## config.mk

```make
export PLATFORM = sky130hd
export DESIGN_NAME = multi_task_stall_watchdog_top
export DESIGN_NICKNAME = d
export VERILOG_FILES = /design/src/hdl/mtsw_pkg.sv /design/src/hdl/mtsw_ram.sv /design/src/hdl/mtsw_front.sv /design/src/hdl/mtsw_queue.sv /design/src/hdl/mtsw_back.sv /design/src/hdl/multi_task_stall_watchdog_top.sv
export VERILOG_INCLUDE_DIRS = /design/src /design/src/hdl
export SDC_FILE = /design/constraint.sdc
export NUM_CORES = 2
export LEC_CHECK = 0
export BUFFER_PORTS_ARGS = -buffer_cell sky130_fd_sc_hd__buf_2
export CORE_MARGIN = 2
export CORE_UTILIZATION = 35
export CTS_CLUSTER_DIAMETER = 40
export CTS_CLUSTER_SIZE = 24
export DETAILED_ROUTE_END_ITERATION = 7
export HOLD_SLACK_MARGIN = 0.1
export SLEW_MARGIN = 10
export SYNTH_ARGS = -nofsm -noshare
export SYNTH_HDL_FRONTEND = slang
export SYNTH_SLANG_ARGS = --single-unit
```

## constraint.sdc

```tcl
create_clock -name clk -period 24.9 [get_ports clk]
set_clock_uncertainty 0.2 [all_clocks]
set_input_delay 2.49 -clock clk [delete_from_list [all_inputs] [get_ports clk]]
set_output_delay 2.49 -clock clk [all_outputs]
set_load 0.03 [all_outputs]
```

## src/hdl/multi_task_stall_watchdog_top_assert.svh

```systemverilog
// Assertion macros used by the stall watchdog back end.
`ifndef MULTI_TASK_STALL_WATCHDOG_TOP_ASSERT_SVH
`define MULTI_TASK_STALL_WATCHDOG_TOP_ASSERT_SVH

// Invariant that holds at every clock edge out of reset.
`define MTSW_CHECK(lbl, cond, msg) \
	lbl: assert property (@(posedge clk) disable iff (!arst_n) (cond)) else $error(msg);

// Same-cycle implication.
`define MTSW_IMPLIES(lbl, ante, cons, msg) \
	lbl: assert property (@(posedge clk) disable iff (!arst_n) (ante) |-> (cons)) \
		else $error(msg);

// Next-cycle implication.
`define MTSW_NEXT(lbl, ante, cons, msg) \
	lbl: assert property (@(posedge clk) disable iff (!arst_n) (ante) |=> (cons)) \
		else $error(msg);

`endif

```

## src/hdl/mtsw_pkg.sv

```systemverilog
// Types and constants shared by the stall watchdog modules.
`default_nettype none

package mtsw_pkg;

	// Field widths
	localparam int TW = 32;
	localparam int REQ_W = 2;
	localparam int CFG_IW = 1;

	// Request codes on the input channel
	localparam logic [REQ_W-1:0] REQ_START  = 2'd0;
	localparam logic [REQ_W-1:0] REQ_FINISH = 2'd1;
	localparam logic [REQ_W-1:0] REQ_TICK   = 2'd2;

	// Configuration register indexes
	localparam logic [CFG_IW-1:0] CFG_TASK_TIMEOUT = 1'd0;
	localparam logic [CFG_IW-1:0] CFG_IDLE_DELAY   = 1'd1;

	// Register reset values
	localparam logic [TW-1:0] TIMEOUT_RST = 32'd5000;
	localparam logic [TW-1:0] IDLE_DELAY_RST = 32'd1000;

	// Report limit per tick
	localparam int MAX_RESULTS = 16;
	localparam int RCW = $clog2(MAX_RESULTS + 1);

	// Command queue depth
	localparam int QDEPTH = 4;
	localparam int QAW = $clog2(QDEPTH);
	localparam int QCW = $clog2(QDEPTH + 1);

	typedef enum logic [1:0] {
		OP_START,
		OP_FINISH,
		OP_TICK,
		OP_NONE
	} op_t;

	typedef enum logic [1:0] {
		MODE_IDLE    = 2'd0,
		MODE_SLEEP   = 2'd1,
		MODE_MONITOR = 2'd2
	} mode_t;

	typedef enum logic [2:0] {
		ST_IDLE,
		ST_TICK_INC,
		ST_TICK_CHK,
		ST_SCAN,
		ST_APPLY,
		ST_FIN_CHK,
		ST_RESULT,
		ST_FLUSH
	} state_t;

	// Classified command word
	typedef struct packed {
		op_t           op;
		logic [TW-1:0] tid;
	} cmd_t;

	// Configuration register values
	typedef struct packed {
		logic [TW-1:0] timeout;
		logic [TW-1:0] idle_delay;
	} cfg_t;

endpackage

`default_nettype wire

```

## src/hdl/mtsw_ram.sv

```systemverilog
// Generic simple dual-port RAM with registered read.
`default_nettype none

module mtsw_ram #(
	parameter int WIDTH = 64,
	parameter int DEPTH = 16
) (
	input  wire logic                                   clk,
	input  wire logic                                   we,
	input  wire logic [(DEPTH > 1 ? $clog2(DEPTH) : 1)-1:0] waddr,
	input  wire logic [WIDTH-1:0]                       wdata,
	input  wire logic                                   re,
	input  wire logic [(DEPTH > 1 ? $clog2(DEPTH) : 1)-1:0] raddr,
	output logic      [WIDTH-1:0]                       rdata
);

	logic [WIDTH-1:0] mem_q [DEPTH];

	// Write port
	always_ff @(posedge clk) begin
		if (we) begin
			mem_q[waddr] <= wdata;
		end
	end

	// Registered read port
	always_ff @(posedge clk) begin
		if (re) begin
			rdata <= mem_q[raddr];
		end
	end

endmodule

`default_nettype wire

```

## src/hdl/mtsw_front.sv

```systemverilog
// Front end: input acceptance, request classification and configuration registers.
`default_nettype none

module mtsw_front (
	input  wire logic                          clk,
	input  wire logic                          arst_n,
	input  wire logic                          in_valid,
	output logic                               in_stall,
	input  wire logic [mtsw_pkg::REQ_W-1:0]    req_type,
	input  wire logic [mtsw_pkg::TW-1:0]       task_thread,
	input  wire logic                          cfg_wen,
	input  wire logic [mtsw_pkg::CFG_IW-1:0]   cfg_index,
	input  wire logic [mtsw_pkg::TW-1:0]       cfg_wdata,
	input  wire logic                          q_full,
	output logic                               q_push,
	output mtsw_pkg::cmd_t                     q_data,
	output mtsw_pkg::cfg_t                     cfg
);

	mtsw_pkg::cfg_t cfg_q;

	// Accept whenever the queue has room
	assign in_stall = q_full;
	assign q_push = in_valid && !q_full;

	// Classify the request
	always_comb begin
		q_data.tid = task_thread;
		case (req_type)
			mtsw_pkg::REQ_START:  q_data.op = mtsw_pkg::OP_START;
			mtsw_pkg::REQ_FINISH: q_data.op = mtsw_pkg::OP_FINISH;
			mtsw_pkg::REQ_TICK:   q_data.op = mtsw_pkg::OP_TICK;
			default:              q_data.op = mtsw_pkg::OP_NONE;
		endcase
	end

	// Configuration registers; a zero timeout is stored as one
	always_ff @(posedge clk or negedge arst_n) begin
		if (!arst_n) begin
			cfg_q.timeout <= mtsw_pkg::TIMEOUT_RST;
			cfg_q.idle_delay <= mtsw_pkg::IDLE_DELAY_RST;
		end else if (cfg_wen) begin
			case (cfg_index)
				mtsw_pkg::CFG_TASK_TIMEOUT: begin
					cfg_q.timeout <= (cfg_wdata == '0) ? mtsw_pkg::TW'(1) : cfg_wdata;
				end
				mtsw_pkg::CFG_IDLE_DELAY: begin
					cfg_q.idle_delay <= cfg_wdata;
				end
				default: begin
				end
			endcase
		end
	end

	assign cfg = cfg_q;

endmodule

`default_nettype wire

```

## src/hdl/mtsw_queue.sv

```systemverilog
// Short command queue between front end and back end.
`default_nettype none

module mtsw_queue (
	input  wire logic           clk,
	input  wire logic           arst_n,
	input  wire logic           push,
	input  mtsw_pkg::cmd_t      push_data,
	output logic                full,
	input  wire logic           pop,
	output mtsw_pkg::cmd_t      pop_data,
	output logic                not_empty
);

	mtsw_pkg::cmd_t              entry_q [mtsw_pkg::QDEPTH];
	logic [mtsw_pkg::QAW-1:0]    wr_ptr_q;
	logic [mtsw_pkg::QAW-1:0]    rd_ptr_q;
	logic [mtsw_pkg::QCW-1:0]    cnt_q;

	assign full = (cnt_q == mtsw_pkg::QCW'(mtsw_pkg::QDEPTH));
	assign not_empty = (cnt_q != '0);
	assign pop_data = entry_q[rd_ptr_q];

	// Storage
	always_ff @(posedge clk) begin
		if (push) begin
			entry_q[wr_ptr_q] <= push_data;
		end
	end

	// Pointers and fill count
	always_ff @(posedge clk or negedge arst_n) begin
		if (!arst_n) begin
			wr_ptr_q <= '0;
			rd_ptr_q <= '0;
			cnt_q <= '0;
		end else begin
			if (push) begin
				wr_ptr_q <= wr_ptr_q + mtsw_pkg::QAW'(1);
			end
			if (pop) begin
				rd_ptr_q <= rd_ptr_q + mtsw_pkg::QAW'(1);
			end
			if (push && !pop) begin
				cnt_q <= cnt_q + mtsw_pkg::QCW'(1);
			end else if (pop && !push) begin
				cnt_q <= cnt_q - mtsw_pkg::QCW'(1);
			end
		end
	end

endmodule

`default_nettype wire

```

## src/hdl/mtsw_back.sv

```systemverilog
// Back end: task table, slot scan sequencer and result output register.
`default_nettype none
`include "multi_task_stall_watchdog_top_assert.svh"

module mtsw_back #(
	parameter int SLOTS = 16
) (
	input  wire logic                       clk,
	input  wire logic                       arst_n,
	input  mtsw_pkg::cfg_t                  cfg,
	input  wire logic                       cmd_valid,
	input  mtsw_pkg::cmd_t                  cmd,
	output logic                            cmd_pop,
	output logic                            out_valid,
	input  wire logic                       out_stall,
	output logic [1:0]                      mode,
	output logic                            timeout_valid,
	output logic [mtsw_pkg::TW-1:0]         timed_out_thread,
	output logic [mtsw_pkg::TW-1:0]         timed_out_start,
	output logic                            table_full,
	output logic                            last
);

	localparam int IW = (SLOTS > 1) ? $clog2(SLOTS) : 1;
	localparam int CW = $clog2(SLOTS + 1);
	localparam int RW = mtsw_pkg::RCW;
	localparam int TW = mtsw_pkg::TW;

	mtsw_pkg::state_t state_q, state_d;
	mtsw_pkg::op_t    op_q;
	mtsw_pkg::mode_t  mode_q;
	logic [TW-1:0]    tid_q;
	logic [TW-1:0]    time_q;
	logic [TW-1:0]    idle_since_q;
	logic [SLOTS-1:0] valid_q;
	logic [SLOTS-1:0] rep_q;
	logic [CW-1:0]    count_q;

	// Scan pipeline
	logic [CW-1:0]    rd_idx_q;
	logic             v_s1;
	logic [IW-1:0]    idx_s1;

	// Scan findings
	logic             match_v_q;
	logic [IW-1:0]    match_idx_q;
	logic             free_v_q;
	logic [IW-1:0]    free_idx_q;
	logic             full_q;
	logic [RW-1:0]    rep_cnt_q;
	logic             pend_v_q;
	logic [TW-1:0]    pend_tid_q;
	logic [TW-1:0]    pend_start_q;

	// Output register
	logic             out_valid_q;
	mtsw_pkg::mode_t  out_mode_q;
	logic             out_tv_q;
	logic [TW-1:0]    out_tid_q;
	logic [TW-1:0]    out_start_q;
	logic             out_full_q;
	logic             out_last_q;

	// Table memory: {thread, start}
	logic             ram_re;
	logic             ram_we;
	logic [IW-1:0]    ram_waddr;
	logic [2*TW-1:0]  ram_wdata;
	logic [2*TW-1:0]  ram_rdata;
	logic [TW-1:0]    rd_thread;
	logic [TW-1:0]    rd_start;
	logic [TW-1:0]    elapsed;

	// Control strobes
	logic             out_free;
	logic             slot_live;
	logic             hit;
	logic             adv;
	logic             more;
	logic             scan_done;
	logic             scan_step;
	logic             push;
	logic             push_tv;
	logic [TW-1:0]    push_tid;
	logic [TW-1:0]    push_start;
	logic             push_full;
	logic             push_last;

	mtsw_ram #(
		.WIDTH (2 * TW),
		.DEPTH (SLOTS)
	) u_table (
		.clk   (clk),
		.we    (ram_we),
		.waddr (ram_waddr),
		.wdata (ram_wdata),
		.re    (ram_re),
		.raddr (rd_idx_q[IW-1:0]),
		.rdata (ram_rdata)
	);

	// Slot evaluation on the read data
	assign rd_thread = ram_rdata[2*TW-1:TW];
	assign rd_start = ram_rdata[TW-1:0];
	assign elapsed = time_q - rd_start;
	assign slot_live = v_s1 && valid_q[idx_s1];
	assign hit = (op_q == mtsw_pkg::OP_TICK) && slot_live && !rep_q[idx_s1] &&
		(elapsed >= cfg.timeout) && (rep_cnt_q < RW'(mtsw_pkg::MAX_RESULTS));
	assign out_free = !out_valid_q || !out_stall;
	assign adv = !(hit && pend_v_q && !out_free);
	assign more = (rd_idx_q < CW'(SLOTS));
	assign scan_done = !more && !v_s1;

	// Table write on an accepted start
	assign ram_we = (state_q == mtsw_pkg::ST_APPLY) && (op_q == mtsw_pkg::OP_START) &&
		(match_v_q || free_v_q);
	assign ram_waddr = match_v_q ? match_idx_q : free_idx_q;
	assign ram_wdata = {tid_q, time_q};

	// Next state and strobes
	always_comb begin
		state_d = state_q;
		cmd_pop = 1'b0;
		ram_re = 1'b0;
		scan_step = 1'b0;
		push = 1'b0;
		push_tv = 1'b0;
		push_tid = '0;
		push_start = '0;
		push_full = 1'b0;
		push_last = 1'b0;
		case (state_q)
			mtsw_pkg::ST_IDLE: begin
				if (cmd_valid) begin
					cmd_pop = 1'b1;
					case (cmd.op)
						mtsw_pkg::OP_START:  state_d = mtsw_pkg::ST_SCAN;
						mtsw_pkg::OP_FINISH: state_d = mtsw_pkg::ST_SCAN;
						mtsw_pkg::OP_TICK:   state_d = mtsw_pkg::ST_TICK_INC;
						default:             state_d = mtsw_pkg::ST_RESULT;
					endcase
				end
			end
			mtsw_pkg::ST_TICK_INC: begin
				state_d = mtsw_pkg::ST_TICK_CHK;
			end
			mtsw_pkg::ST_TICK_CHK: begin
				state_d = (count_q != '0) ? mtsw_pkg::ST_SCAN : mtsw_pkg::ST_RESULT;
			end
			mtsw_pkg::ST_SCAN: begin
				if (scan_done) begin
					state_d = (op_q == mtsw_pkg::OP_TICK) ? mtsw_pkg::ST_FLUSH :
						mtsw_pkg::ST_APPLY;
				end else if (adv) begin
					scan_step = 1'b1;
					ram_re = more;
					// a new report moves the held one out
					if (hit && pend_v_q) begin
						push = 1'b1;
						push_tv = 1'b1;
						push_tid = pend_tid_q;
						push_start = pend_start_q;
					end
				end
			end
			mtsw_pkg::ST_APPLY: begin
				state_d = (op_q == mtsw_pkg::OP_FINISH) ? mtsw_pkg::ST_FIN_CHK :
					mtsw_pkg::ST_RESULT;
			end
			mtsw_pkg::ST_FIN_CHK: begin
				state_d = mtsw_pkg::ST_RESULT;
			end
			mtsw_pkg::ST_RESULT: begin
				if (out_free) begin
					push = 1'b1;
					push_full = full_q;
					push_last = 1'b1;
					state_d = mtsw_pkg::ST_IDLE;
				end
			end
			mtsw_pkg::ST_FLUSH: begin
				if (out_free) begin
					push = 1'b1;
					push_tv = pend_v_q;
					push_tid = pend_v_q ? pend_tid_q : '0;
					push_start = pend_v_q ? pend_start_q : '0;
					push_last = 1'b1;
					state_d = mtsw_pkg::ST_IDLE;
				end
			end
			default: begin
				state_d = mtsw_pkg::ST_IDLE;
			end
		endcase
	end

	// State register
	always_ff @(posedge clk or negedge arst_n) begin
		if (!arst_n) begin
			state_q <= mtsw_pkg::ST_IDLE;
		end else begin
			state_q <= state_d;
		end
	end

	// Command capture and scan payload
	always_ff @(posedge clk) begin
		if (cmd_pop) begin
			op_q <= cmd.op;
			tid_q <= cmd.tid;
		end
		if (scan_step && more) begin
			idx_s1 <= rd_idx_q[IW-1:0];
		end
		if (scan_step && slot_live && (rd_thread == tid_q) && !match_v_q) begin
			match_idx_q <= idx_s1;
		end
		if (scan_step && v_s1 && !valid_q[idx_s1] && !free_v_q) begin
			free_idx_q <= idx_s1;
		end
		if (scan_step && hit) begin
			pend_tid_q <= rd_thread;
			pend_start_q <= rd_start;
			rep_q[idx_s1] <= 1'b1;
		end
		if (ram_we) begin
			rep_q[ram_waddr] <= 1'b0;
		end
	end

	// Control state, table occupancy and mode
	always_ff @(posedge clk or negedge arst_n) begin
		if (!arst_n) begin
			mode_q <= mtsw_pkg::MODE_IDLE;
			time_q <= '0;
			idle_since_q <= '0;
			valid_q <= '0;
			count_q <= '0;
			rd_idx_q <= '0;
			v_s1 <= 1'b0;
			match_v_q <= 1'b0;
			free_v_q <= 1'b0;
			full_q <= 1'b0;
			rep_cnt_q <= '0;
			pend_v_q <= 1'b0;
		end else begin
			if (cmd_pop) begin
				rd_idx_q <= '0;
				v_s1 <= 1'b0;
				match_v_q <= 1'b0;
				free_v_q <= 1'b0;
				full_q <= 1'b0;
				rep_cnt_q <= '0;
				pend_v_q <= 1'b0;
			end
			if (state_q == mtsw_pkg::ST_TICK_INC) begin
				time_q <= time_q + TW'(1);
			end
			// Tick mode update
			if (state_q == mtsw_pkg::ST_TICK_CHK) begin
				if (count_q != '0) begin
					mode_q <= mtsw_pkg::MODE_MONITOR;
				end else if (!(mode_q == mtsw_pkg::MODE_IDLE &&
						(time_q - idle_since_q) < cfg.idle_delay)) begin
					mode_q <= mtsw_pkg::MODE_SLEEP;
				end
			end
			// Scan advance
			if (scan_step) begin
				if (more) begin
					rd_idx_q <= rd_idx_q + CW'(1);
					v_s1 <= 1'b1;
				end else begin
					v_s1 <= 1'b0;
				end
				if (slot_live && (rd_thread == tid_q)) begin
					match_v_q <= 1'b1;
				end
				if (v_s1 && !valid_q[idx_s1]) begin
					free_v_q <= 1'b1;
				end
				if (hit) begin
					rep_cnt_q <= rep_cnt_q + RW'(1);
					pend_v_q <= 1'b1;
				end
			end
			// Apply start or finish
			if (state_q == mtsw_pkg::ST_APPLY) begin
				if (op_q == mtsw_pkg::OP_START) begin
					if (match_v_q || free_v_q) begin
						valid_q[ram_waddr] <= 1'b1;
						mode_q <= mtsw_pkg::MODE_MONITOR;
						if (!match_v_q) begin
							count_q <= count_q + CW'(1);
						end
					end else begin
						full_q <= 1'b1;
					end
				end else if (match_v_q) begin
					valid_q[match_idx_q] <= 1'b0;
					count_q <= count_q - CW'(1);
				end
			end
			// Empty table after a finish
			if (state_q == mtsw_pkg::ST_FIN_CHK && count_q == '0) begin
				idle_since_q <= time_q;
				mode_q <= mtsw_pkg::MODE_IDLE;
			end
			if (state_q == mtsw_pkg::ST_FLUSH && out_free) begin
				pend_v_q <= 1'b0;
			end
		end
	end

	// Output register valid
	always_ff @(posedge clk or negedge arst_n) begin
		if (!arst_n) begin
			out_valid_q <= 1'b0;
		end else if (push) begin
			out_valid_q <= 1'b1;
		end else if (!out_stall) begin
			out_valid_q <= 1'b0;
		end
	end

	// Output register word
	always_ff @(posedge clk) begin
		if (push) begin
			out_mode_q <= mode_q;
			out_tv_q <= push_tv;
			out_tid_q <= push_tid;
			out_start_q <= push_start;
			out_full_q <= push_full;
			out_last_q <= push_last;
		end
	end

	assign out_valid = out_valid_q;
	assign mode = out_mode_q;
	assign timeout_valid = out_tv_q;
	assign timed_out_thread = out_tid_q;
	assign timed_out_start = out_start_q;
	assign table_full = out_full_q;
	assign last = out_last_q;

	`MTSW_CHECK(a_count_tracks_valid, $countones(valid_q) == int'(count_q), "slot count mismatch")
	`MTSW_CHECK(a_report_cap, rep_cnt_q <= RW'(mtsw_pkg::MAX_RESULTS), "report cap exceeded")
	`MTSW_IMPLIES(a_idle_no_pending, state_q == mtsw_pkg::ST_IDLE, !pend_v_q, "stale report")
	`MTSW_NEXT(a_start_monitors, ram_we, mode_q == mtsw_pkg::MODE_MONITOR && count_q != '0, "start not monitored")

endmodule

`default_nettype wire

```

## src/hdl/multi_task_stall_watchdog_top.sv

```systemverilog
// Top level of the multi-task stall watchdog.
`default_nettype none

// Watchdog for up to SLOTS concurrently running tasks. Words on the input
// channel start a task, finish a task or mark one elapsed millisecond; each
// input word yields one or more result words, the final one flagged by last,
// and a tick reports every newly overdue task, up to MAX_RESULTS of them, as
// a word of its own. The front end takes words into a four-entry command
// queue; the back end handles one command at a time and walks the task
// table one slot per cycle through its single read port, unless a report
// waits on a stalled output. Starts, finishes and ticks with tasks in the
// table scan every slot, while ticks on an empty table and unused request
// codes skip the scan; the time the back end is busy, including time spent
// on a stalled output side, sets the sustained rate of input words.
// Configuration writes take effect at once and are meant for idle periods.
module multi_task_stall_watchdog_top #(
	parameter int SLOTS = 16
) (
	input  wire logic                        clk,
	input  wire logic                        arst_n,
	input  wire logic                        cfg_wen,
	input  wire logic [mtsw_pkg::CFG_IW-1:0] cfg_index,
	input  wire logic [mtsw_pkg::TW-1:0]     cfg_wdata,
	input  wire logic                        in_valid,
	output logic                             in_stall,
	input  wire logic [mtsw_pkg::REQ_W-1:0]  req_type,
	input  wire logic [mtsw_pkg::TW-1:0]     task_thread,
	output logic                             out_valid,
	input  wire logic                        out_stall,
	output logic [1:0]                       mode,
	output logic                             timeout_valid,
	output logic [mtsw_pkg::TW-1:0]          timed_out_thread,
	output logic [mtsw_pkg::TW-1:0]          timed_out_start,
	output logic                             table_full,
	output logic                             last
);

	mtsw_pkg::cmd_t q_in;
	mtsw_pkg::cmd_t q_out;
	mtsw_pkg::cfg_t cfg;
	logic           q_push;
	logic           q_full;
	logic           q_pop;
	logic           q_not_empty;

	mtsw_front u_front (
		.clk         (clk),
		.arst_n      (arst_n),
		.in_valid    (in_valid),
		.in_stall    (in_stall),
		.req_type    (req_type),
		.task_thread (task_thread),
		.cfg_wen     (cfg_wen),
		.cfg_index   (cfg_index),
		.cfg_wdata   (cfg_wdata),
		.q_full      (q_full),
		.q_push      (q_push),
		.q_data      (q_in),
		.cfg         (cfg)
	);

	mtsw_queue u_queue (
		.clk       (clk),
		.arst_n    (arst_n),
		.push      (q_push),
		.push_data (q_in),
		.full      (q_full),
		.pop       (q_pop),
		.pop_data  (q_out),
		.not_empty (q_not_empty)
	);

	mtsw_back #(
		.SLOTS (SLOTS)
	) u_back (
		.clk              (clk),
		.arst_n           (arst_n),
		.cfg              (cfg),
		.cmd_valid        (q_not_empty),
		.cmd              (q_out),
		.cmd_pop          (q_pop),
		.out_valid        (out_valid),
		.out_stall        (out_stall),
		.mode             (mode),
		.timeout_valid    (timeout_valid),
		.timed_out_thread (timed_out_thread),
		.timed_out_start  (timed_out_start),
		.table_full       (table_full),
		.last             (last)
	);

endmodule

`default_nettype wire

```

==> flow_summary.toml <==
[status]
outcome = "finished clean"

[global_routing]
grt_pass1_vias = 32500
track_usage = 0.163
antenna_found_initial = 3
grt_max_degree = 142
grt_pass1_wl_um = 224000
gr-total-overflow = 0

[critical_path]
critical_path_class = "reg -> reg"
r2r-start = "u_back.time_q[4]$_DFFE_PN0P_"
cp_slowest_cell = "dfrtp_1"
worstPathCellList = "ha_1 -> a21oi_1 -> o21ai_0 -> o31a_1 -> nor4_1 -> o31a_1 -> a31oi_1 -> a31oi_1 -> mux2i_1 -> nand4_1 -> ha_1 -> nand4_1 -> or4_1 -> o21ai_0 -> a211oi_1 -> o31a_1 -> nor3_2 -> a21boi_0 -> nor2_4 -> buf_4"
crit_fanout = 48
rrSetupSlack_ns = 16.96
worstPathBufferInverterCount = 1
cp-start-kind = "flip-flop"
cp_common_cell = "o31a_1"
max_stage_delay_ns = 0.83
reg2reg_depth = 20
timing.rr.end = "u_back.timed_out_start[10]$_DFFE_PP_"
end_kind = "flip-flop"
cp.required_ns = 25.09
crit_family = "simple AND/OR/NAND/NOR gates"
arrival_ns = 8.13

[pwr]
finalPower_mw = 7.69
p_clk_frac = 0.332
p_leak_nw = 25.3
p_comb_frac = 0.218
p_sw_frac = 0.295
intPower_mw = 5.42
ir_drop_uv = 91.3
power.density_mw_per_mm2 = 104
p_sw_mw = 2.27
p_seq_frac = 0.450

[detailed_routing]
initialDrtViolationCount = 2888
route.final.wire_length_um = 154000
viasPerCell = 5.21
drtAntennaViolNets = 0
drc = 0
firstDrtPassIters = 5
post_drt_wl_per_cell_um = 24.6
dr_total_vias = 32500

[timing]
fin_hold_ws_ns = 0.246
final_max_slew_viol_count = 0
post-route-min-period_ns = 7.94
rsz0062_at_grt = "false"
max_slew_margin = 0.233
period_share = 0.319
tightest_slew_ns = 1.15
tns_ns = 0
fmax_ghz = 0.126
finalHoldViolCount = 0
setup_violations = 0

[synth]
yosysTopAreaCell = "edfxtp_1"
yosysWarnings = 0
synth-edff-count = 1403
yosys_register_bits = 1596
yosys-top-cells-count = "1,403 x edfxtp_1, 364 x mux4_2, 166 x dfrtp_1"
synth_area_leaders = "edfxtp_1 66%, mux4_2 13%, dfrtp_1 6.5%"
syn_nets = 3600
synth_top_area_share = 0.655
synthFlopType = "edfxtp_1"
synth_cells = 3388
syn_avg_cell_area_sq_um = 19.0
syn_area_sq_mm = 0.0643
synth_seq_area_share = 0.729
synthArstFlopShare = 0.111
synth_cell_type_count = 72
synth.most_common_cell = "edfxtp_1"

[min_path]
hp-start = "u_back.u_table.rdata[8]$_DFFE_PP_"
hp-class = "reg -> reg"
hold_path_depth = 0
hold_path_end = "u_back.pend_start_q[8]$_DFFE_PN_"

[clock_tree]
post_cts_buffers = 0
cts_root_buf = "clkbuf_16"
cts_tree = "yes"
cts.clk_slew.worst_paths_ns = 0.07
htree_levels = 4
post_cts_resized = 0
clock-sinks = 1596
cts_hold_buffers = 0
cts_buffers = 160
cts_buffer_depth = 3
insertion_delay_ns = 0.80

[floorplan]
io_pins = 143
fp.dieH_um = 433
initial_utilization = 0.352
row_count = 157
coreArea_sq_mm = 0.183
die_area_sq_mm = 0.187
die_x_um = 433

[cells_and_area]
finish.utilization = 0.405
drive_gt1_frac = 0.251
final_nets = 3855
syn2layout_area_growth_pct = 15.2
stdcell_area_sq_mm = 0.0740

[placed_design]
placed_area_sq_mm = 0.0684
gp_congestion = 0.816
hpwl_um = 88000
io_buffers = 142

[run]
max-cap-violations = 0
-- metal layers --
layer	routed length, um	GRT usage
met1	69500	0.238
met2	73000	0.258
met3	8570	0.0241
met4	2700	0.0422
met5	0	0
-- layout make-up --
type	instances	area, sq um
antenna	4	10.0
clock buffer	181	4230
clock inverter	116	1420
fill	16200	109000
inverter	154	581
multi-input combinational	1515	16500
sequential	1596	46900
tap	2464	3080
timing repair buffer	216	1300
-- power groups by stage --
stage          sequential, mW  clock, mW  combinational, mW
5_1_grt                  3.49       2.71               1.82
4_1_cts                  3.47       2.61               1.71
2_1_floorplan            3.46          0               1.20
3_5_place_dp             3.52          0               1.70
3_3_place_gp             3.51          0               1.69
6_report                 3.46       2.56               1.68
-- worst register-to-register path, cell delays in order (launching register included) --
cell      delay, ns
dfrtp_1        0.83
ha_1           0.41
a21oi_1        0.21
o21ai_0        0.14
o31a_1         0.39
nor4_1         0.46
o31a_1         0.35
a31oi_1        0.16
a31oi_1        0.32
mux2i_1        0.23
nand4_1        0.10
ha_1           0.32
nand4_1        0.16
or4_1          0.59
o21ai_0        0.17
a211oi_1       0.08
o31a_1         0.24
nor3_2         0.34
a21boi_0       0.24
nor2_4         0.72
buf_4          0.77
-- layout by cell type (no fill, tap or decap), types with 13 or more instances in the layout --
cell type and instances:
a21o_1 52, inv_1 151, nor4_1 27, nand2b_1 24
clkinv_8 13, dfxtp_1 16, edfxtp_1 1403, inv_8 22
and2_1 70, ha_1 136, mux2_2 37, nor2_1 71
inv_6 27, nor3_1 33, mux4_2 364, nor2_4 17
dfrtp_1 161, nand3_1 30, o21ai_0 103, nand4_1 30
nand2_1 131, a21oi_1 68, clkbuf_16 166, xnor2_1 78
xor2_1 49, buf_4 72, o22a_1 31, buf_2 141
bufinv_16 14, and3_1 17, clkbuf_1 13
-- through the flow --
stage	setup WS, ns	cells
after floorplan	15.31	3388
after global placement	17.24	5945
after detailed placement	17.07	5945
after CTS	17.01	6242
after global routing	16.43	6242
final	16.96	6246
-- worst max path at each step --
stage | start | to | slack (ns) | depth (start not counted)
6_report | u_back.time_q[4]$_DFFE_PN0P_ | u_back.timed_out_start[10]$_DFFE_PP_ | 16.96 | 20
5_1_grt | u_back.time_q[4]$_DFFE_PN0P_ | u_back.timed_out_start[10]$_DFFE_PP_ | 16.43 | 20
4_1_cts | u_back.time_q[4]$_DFFE_PN0P_ | u_back.timed_out_start[10]$_DFFE_PP_ | 17.01 | 20
3_5_place_dp | u_back.time_q[4]$_DFFE_PN0P_ | u_back.timed_out_start[9]$_DFFE_PP_ | 17.07 | 20
3_3_place_gp | u_back.time_q[4]$_DFFE_PN0P_ | u_back.timed_out_start[10]$_DFFE_PP_ | 17.24 | 20
2_1_floorplan | u_back.time_q[4]$_DFFE_PN0P_ | u_back.u_table.rdata[0]$_DFFE_PP_ | 15.31 | 17
-- registers in the layout (all words and copies together) (netlist names), 64 cells and up --
register              count
u_back.u_table.mem_q   1024
u_back.u_table.rdata     64
u_front.cfg              64
u_queue.entry_q         136
-- cell families (layout without fill, tap and decap cells) --
logic type               Yosys count  count (layout)  synth area share
buffers and inverters            277             667            0.0167
adder cells (fa/ha/maj)          140             140            0.0277
XOR/XNOR                         127             127            0.0173
multiplexers                     407             407             0.135
flip-flops                      1596            1596             0.729
other                              0               4                 0
AND/OR/NAND/NOR                  495             495            0.0393
AO/OA/AOI/OAI                    346             346            0.0347
No activity file was read; power rests on OpenSTA's default activity.
